[src/hdl/tbnpp_pkg.sv]
package tbnpp_pkg;

  localparam int unsigned QDEPTH = 8;
  localparam int unsigned QPTR_W = $clog2(QDEPTH);
  localparam int unsigned QCNT_W = QPTR_W + 1;

  localparam logic [31:0] HASH_MUL_X   = 32'd374761393;
  localparam logic [31:0] HASH_MUL_Y   = 32'd668265263;
  localparam logic [31:0] HASH_MUL_MIX = 32'd1274126177;
  localparam int unsigned HASH_SHIFT   = 13;

  typedef enum logic [2:0] {
    CFG_HASH_SEED     = 3'd0,
    CFG_TILE_SIZE     = 3'd1,
    CFG_BOUND_MIN_X   = 3'd2,
    CFG_BOUND_MIN_Y   = 3'd3,
    CFG_BOUND_MAX_X   = 3'd4,
    CFG_BOUND_MAX_Y   = 3'd5,
    CFG_POINTS_IN_USE = 3'd6
  } cfg_idx_e;

  typedef enum logic {
    KIND_LOAD  = 1'b0,
    KIND_PLACE = 1'b1
  } kind_e;

  typedef struct packed {
    logic        [31:0] hash_seed;
    logic        [30:0] tile_size;
    logic signed [31:0] bound_min_x;
    logic signed [31:0] bound_min_y;
    logic signed [31:0] bound_max_x;
    logic signed [31:0] bound_max_y;
    logic        [12:0] points_in_use;
  } cfg_t;

  typedef struct packed {
    kind_e              kind;
    logic               keep_pre;
    logic signed [15:0] tile_x;
    logic signed [15:0] tile_y;
    logic        [15:0] ux;
    logic        [15:0] uy;
  } qent_t;

endpackage

[src/hdl/tbnpp_queue.sv]
module tbnpp_queue (
  input  logic                         clk_i,
  input  logic                         rst_ni,
  input  logic                         push_i,
  input  tbnpp_pkg::qent_t             push_data_i,
  input  logic                         pop_i,
  output tbnpp_pkg::qent_t             pop_data_o,
  output logic                         empty_o,
  output logic [tbnpp_pkg::QCNT_W-1:0] count_o
);

  tbnpp_pkg::qent_t                   store_q [tbnpp_pkg::QDEPTH];
  logic [tbnpp_pkg::QPTR_W-1:0]       wr_ptr_q, wr_ptr_d;
  logic [tbnpp_pkg::QPTR_W-1:0]       rd_ptr_q, rd_ptr_d;
  logic [tbnpp_pkg::QCNT_W-1:0]       count_q, count_d;

  always_comb begin
    wr_ptr_d = wr_ptr_q;
    rd_ptr_d = rd_ptr_q;
    count_d  = count_q;
    if (push_i) begin
      wr_ptr_d = wr_ptr_q + 1'b1;
    end
    if (pop_i) begin
      rd_ptr_d = rd_ptr_q + 1'b1;
    end
    if (push_i && !pop_i) begin
      count_d = count_q + 1'b1;
    end else if (!push_i && pop_i) begin
      count_d = count_q - 1'b1;
    end
  end

  always_ff @(posedge clk_i or negedge rst_ni) begin
    if (!rst_ni) begin
      wr_ptr_q <= '0;
      rd_ptr_q <= '0;
      count_q  <= '0;
    end else begin
      wr_ptr_q <= wr_ptr_d;
      rd_ptr_q <= rd_ptr_d;
      count_q  <= count_d;
    end
  end

  always_ff @(posedge clk_i) begin
    if (push_i) begin
      store_q[wr_ptr_q] <= push_data_i;
    end
  end

  assign pop_data_o = store_q[rd_ptr_q];
  assign empty_o    = (count_q == '0);
  assign count_o    = count_q;

`ifndef ASSERT_OFF
  a_no_overflow: assert property (@(posedge clk_i) disable iff (!rst_ni)
    push_i |-> (count_q != tbnpp_pkg::QCNT_W'(tbnpp_pkg::QDEPTH)) || pop_i)
    else $error("queue push while full");
  a_no_underflow: assert property (@(posedge clk_i) disable iff (!rst_ni)
    pop_i |-> !empty_o)
    else $error("queue pop while empty");
  a_count_track: assert property (@(posedge clk_i) disable iff (!rst_ni)
    (push_i && !pop_i) |=> (count_q == $past(count_q) + 1'b1))
    else $error("queue count lost a push");
`endif

endmodule

[config.mk]
export PLATFORM = sky130hd
export DESIGN_NAME = tbnpp_queue
export DESIGN_NICKNAME = d
export VERILOG_FILES = /design/src/hdl/tbnpp_pkg.sv /design/src/hdl/tbnpp_queue.sv
export SDC_FILE = /design/constraint.sdc
export NUM_CORES = 1
export LEC_CHECK = 0
export BUFFER_PORTS_ARGS = -buffer_cell sky130_fd_sc_hd__buf_2
export CAP_MARGIN = 20
export CELL_PAD_IN_SITES_DETAIL_PLACEMENT = 1
export CELL_PAD_IN_SITES_GLOBAL_PLACEMENT = 1
export CORE_MARGIN = 5
export CORE_UTILIZATION = 40
export DETAILED_ROUTE_END_ITERATION = 7
export PLACE_DENSITY_LB_ADDON = 0.1
export SLEW_MARGIN = 10
export SYNTH_ARGS = -nofsm -noshare
export SYNTH_HDL_FRONTEND = slang
export SYNTH_SLANG_ARGS = --single-unit
[constraint.sdc]
create_clock -name clk_i -period 16.9 [get_ports clk_i]
set_clock_uncertainty 0.15 [all_clocks]
set_input_delay 0.845 -clock clk_i [delete_from_list [all_inputs] [get_ports clk_i]]
set_output_delay 0.845 -clock clk_i [all_outputs]
set_load 0.05 [all_outputs]
* After elaboration in Yosys (flattened, before gate mapping)
Memory sizes are Yosys's and may differ from the RTL's.
Index checks and enable logic that the tools add are counted.
** Storage, ports and cells
- Bits in registers :: 10
- Memory bits (writable) :: 528
- Input port bits :: 70
- Word-level logic and storage cells :: 18
- Memories kept :: 1
** Cells by class
- Add/sub/neg operators :: 4
- Muxes and demuxes :: 4
- Reduce and logical (&&, ||, !) cells :: 6
** Memory list
- store_q :: depth 8, width 66, rd ports 1, clocked after memory_dff 0, write ports 1, RTL line tbnpp_queue.sv:12 : tbnpp_pkg::qent_t store_q [tbnpp_pkg::QDEPTH];
** Operator list (number)
- 4-bit 2-to-1 mux :: 2
- 3-bit by 1-bit adder with 3-bit output (second input constant) :: 2
- 4-bit by 1-bit adder with 4-bit output (second input constant) :: 1
- 4-bit logical NOT :: 1
- 4-bit by 1-bit subtractor with 4-bit output (second input constant) :: 1
- 1-bit logical AND :: 2
- 1-bit logical NOT :: 2
- 1-bit 2-to-1 mux :: 2
- 2-bit nonzero test :: 1

* Logic depth before layout (Yosys ltp)
- Depth in word-level cells :: 4
- Mapped depth :: 7
- Mapped depth without buffers :: 7

* Least setup slack after synthesis
OpenSTA, ideal clock, no wires.
- Path kind :: input to register
- Start point :: in push_i
- End point :: mem store_q[0][0] (netlist name), enable pin
- Library setup time :: 571 ps
- Data arrival time :: 5424 ps
- Required time :: 16179 ps
- Slack :: 10755 ps
- Stages :: 2
- Path through :: nand2b_1 -> nor3_1
** Between the ends
- Word-level cells in the longest chain between the ends :: 2
** RTL lines
- start, declared :: RTL line tbnpp_queue.sv:4 : input logic push_i,
- 1-bit 2-to-1 mux :: RTL line tbnpp_queue.sv:47 : if (push_i) begin
- 1-bit 2-to-1 mux (not written as such) :: RTL line tbnpp_queue.sv:48 : store_q[wr_ptr_q] <= push_data_i;
- end, declared :: RTL line tbnpp_queue.sv:12
Every way passes these cells.

==> flow_metrics.tcl <==
set metrics [dict create \
    power_density_nw_per_um2 193 \
    start_util 0.402 \
    max_freq_mhz 215 \
    vias 8968 \
    hold_depth 2 \
    fin_setup_tns_ns 0 \
    post_cts_resized 0 \
    relSlewSlack 0.319 \
    postCtsHoldBufs 1 \
    yosysUniqueCellTypes 31 \
    critPathKind "flip-flop to output pin" \
    first_global_vias 9904 \
    drv_cap 0 \
    fin_area_um2 23800 \
    wire_per_inst_um 24.7 \
    netlist_instances 822 \
    htreeDepth 2 \
    p_leak_uw 0.00778 \
    clk_pin_slew_ns 0.06 \
    clkSinkCount 538 \
    clockBufferDepth 3 \
    cts_tree "done" \
    ff2ff_setup_slack_ns 14.07 \
    finalHoldViolCount 0 \
    stdcell_count 1724 \
    synth-seq-cells 538 \
    area_growth_pct 15.3 \
    rr_startpoint "wr_ptr_q[1]" \
    ioPinCount 141 \
    postRouteAntennaNets 0 \
    vias_per_cell 5.20 \
    die_area_um2 56100 \
    hold_class "primary input to flip-flop" \
    port_buffers 140 \
    place_inst 1623 \
    overflow 0 \
    reg2reg_to "store_q[5][36]" \
    core_area_um2 51200 \
    hpwl_mm 22.2 \
    rsz0062_at_grt "no" \
    clk_latency_ns 0.58 \
    p_total_uw 4580 \
    arrival_ns 3.66 \
    dieWidth_um 237 \
    vdd_drop_max_uv 104 \
    maxSlewViolCount 0 \
    end_kind "output pin" \
    r2r_cells 3 \
    synth_area_per_cell_um2 25.1 \
    worstHoldStart "pop_i" \
    drt-total-wl_mm 42.5 \
    gp_congestion 0.684 \
    drt_iter0_drc 539 \
    ys_seq_area_frac 0.782 \
    worstMarginPinSlew_ns 1.02 \
    row_count 83 \
    grt_max_degree 63 \
    setup_viol 0 \
    required_ns 15.91 \
    dpl-instance-area_um2 22100 \
    grt.total_usage 0.152 \
    grt_pass1_wl_mm 64.5 \
    synth_nets 898 \
    ys_warn_count 0 \
    drive_gt1_frac 0.418 \
    crit_path_start_kind "flip-flop" \
    status "complete, no violations" \
    fin_crit_ns 4.65 \
    cts_root_buf "clkbuf_16" \
    final_cell_mix "edfxtp_1 (528), buf_2 (140), mux4_2 (129)" \
    post_cts_buffers 0 \
    worstHoldEndpoint "rd_ptr_q[0]" \
    drtPass1Iterations 4 \
    layout.nets 1079 \
    drc 0 \
    whs_ns 0.355 \
    layout_commonest_cell "edfxtp_1" \
    die_h_um 237 \
    cp_max_fo 46 \
    cts_made_buffers 56 \
    fin_crit_sh 0.275 \
    antenna_found_initial 4 \
    synthesis.area_um2 20600 \
]
## per-stage QoR
step                utilization  worst slack (ns)
floorplan                     -             10.75
global placement          0.431             12.71
detailed placement        0.431             12.69
CTS                       0.463             12.04
global route              0.464             11.92
finish                    0.464             12.25
## critical path, cell delays in order (launching register included)
cell	delay, ns
dfrtp_4	1.00
buf_4	0.88
mux4_2	0.62
mux2_2	0.31
buf_2	0.22
## cells by family after synthesis
family | after synthesis | synth area share
muxes | 202 | 0.189
buffers and inverters | 40 | 0.0151
and+or+nand+nor | 24 | 0.00565
AOI/OAI and AO/OA | 6 | 0.00200
xor gates and xnor gates | 6 | 0.00255
adders and majority gates | 6 | 0.00401
DFF | 538 | 0.782
## metal layers
layer	wire length, um	GRT usage	up-vias
met2	20900	0.247	153
li1	-	-	3885
met4	708	0.0338	2
met3	1790	0.0335	54
met5	13	0	-
met1	19100	0.214	4874
## how the worst max path moves through the flow
stage	end	depth (start not counted)	slack [ns]	from
final	pop_data_o[16]	4	12.25	rd_ptr_q[0]
after global routing	pop_data_o[16]	4	11.92	rd_ptr_q[0]
after CTS	pop_data_o[65]	4	12.04	rd_ptr_q[0]
after detailed placement	pop_data_o[65]	4	12.69	rd_ptr_q[0]
after global placement	pop_data_o[65]	4	12.71	rd_ptr_q[0]
after floorplan	store_q[0][0]	2	10.75	push_i
## registers in the layout, summed over array words and instances, names as in the netlist
signal	cells
store_q	528
count_o	4
wr_ptr_q	3
rd_ptr_q	3
## cells in the mapped netlist
cell | number | area share
mux2_2 | 34 | 0.019
mux4_1 | 3 | 0.0038
a21oi_1 | 2 | 0.00049
buf_1 | 1 | 0.00018
xnor2_1 | 4 | 0.0017
nand3b_1 | 1 | 0.00036
nand3_1 | 2 | 0.00049
buf_2 | 18 | 0.0044
nor3_1 | 3 | 0.00073
nand2_1 | 6 | 0.0011
o211ai_1 | 2 | 0.00073
buf_6 | 1 | 0.00055
edfxtp_1 | 528 | 0.77
xor2_1 | 2 | 0.00085
ha_1 | 5 | 0.0030
buf_12 | 8 | 0.0078
mux2_4 | 33 | 0.024
or3_1 | 1 | 0.00030
nor4_1 | 1 | 0.00030
mux4_2 | 129 | 0.14
a2111o_1 | 1 | 0.00055
mux2_1 | 2 | 0.0011
or4_1 | 1 | 0.00036
inv_1 | 2 | 0.00036
nand2b_1 | 3 | 0.00091
dfrtp_1 | 10 | 0.012
mux2i_1 | 1 | 0.00049
clkbuf_1 | 10 | 0.0018
fa_1 | 1 | 0.00097
nor2_1 | 6 | 0.0011
o21ai_1 | 1 | 0.00024
## power breakdown
| part | internal [uW] | total [uW] | switching [uW] |
|---|---|---|---|
| sequential | 1680 | 1790 | 114 |
| clock | 642 | 1120 | 480 |
| combinational | 623 | 1660 | 1040 |
## area by class of cell
type / count / area, um2
multi-input cells: 244 / 4240
repair buffers: 161 / 881
fillers: 4588 / 27400
clock buffers: 71 / 1480
inverters: 2 / 7.51
well taps: 680 / 851
diodes: 2 / 5.00
clock inverters: 26 / 170
flip-flops and latches: 538 / 16100
No activity file was read; power rests on OpenSTA's default activity.
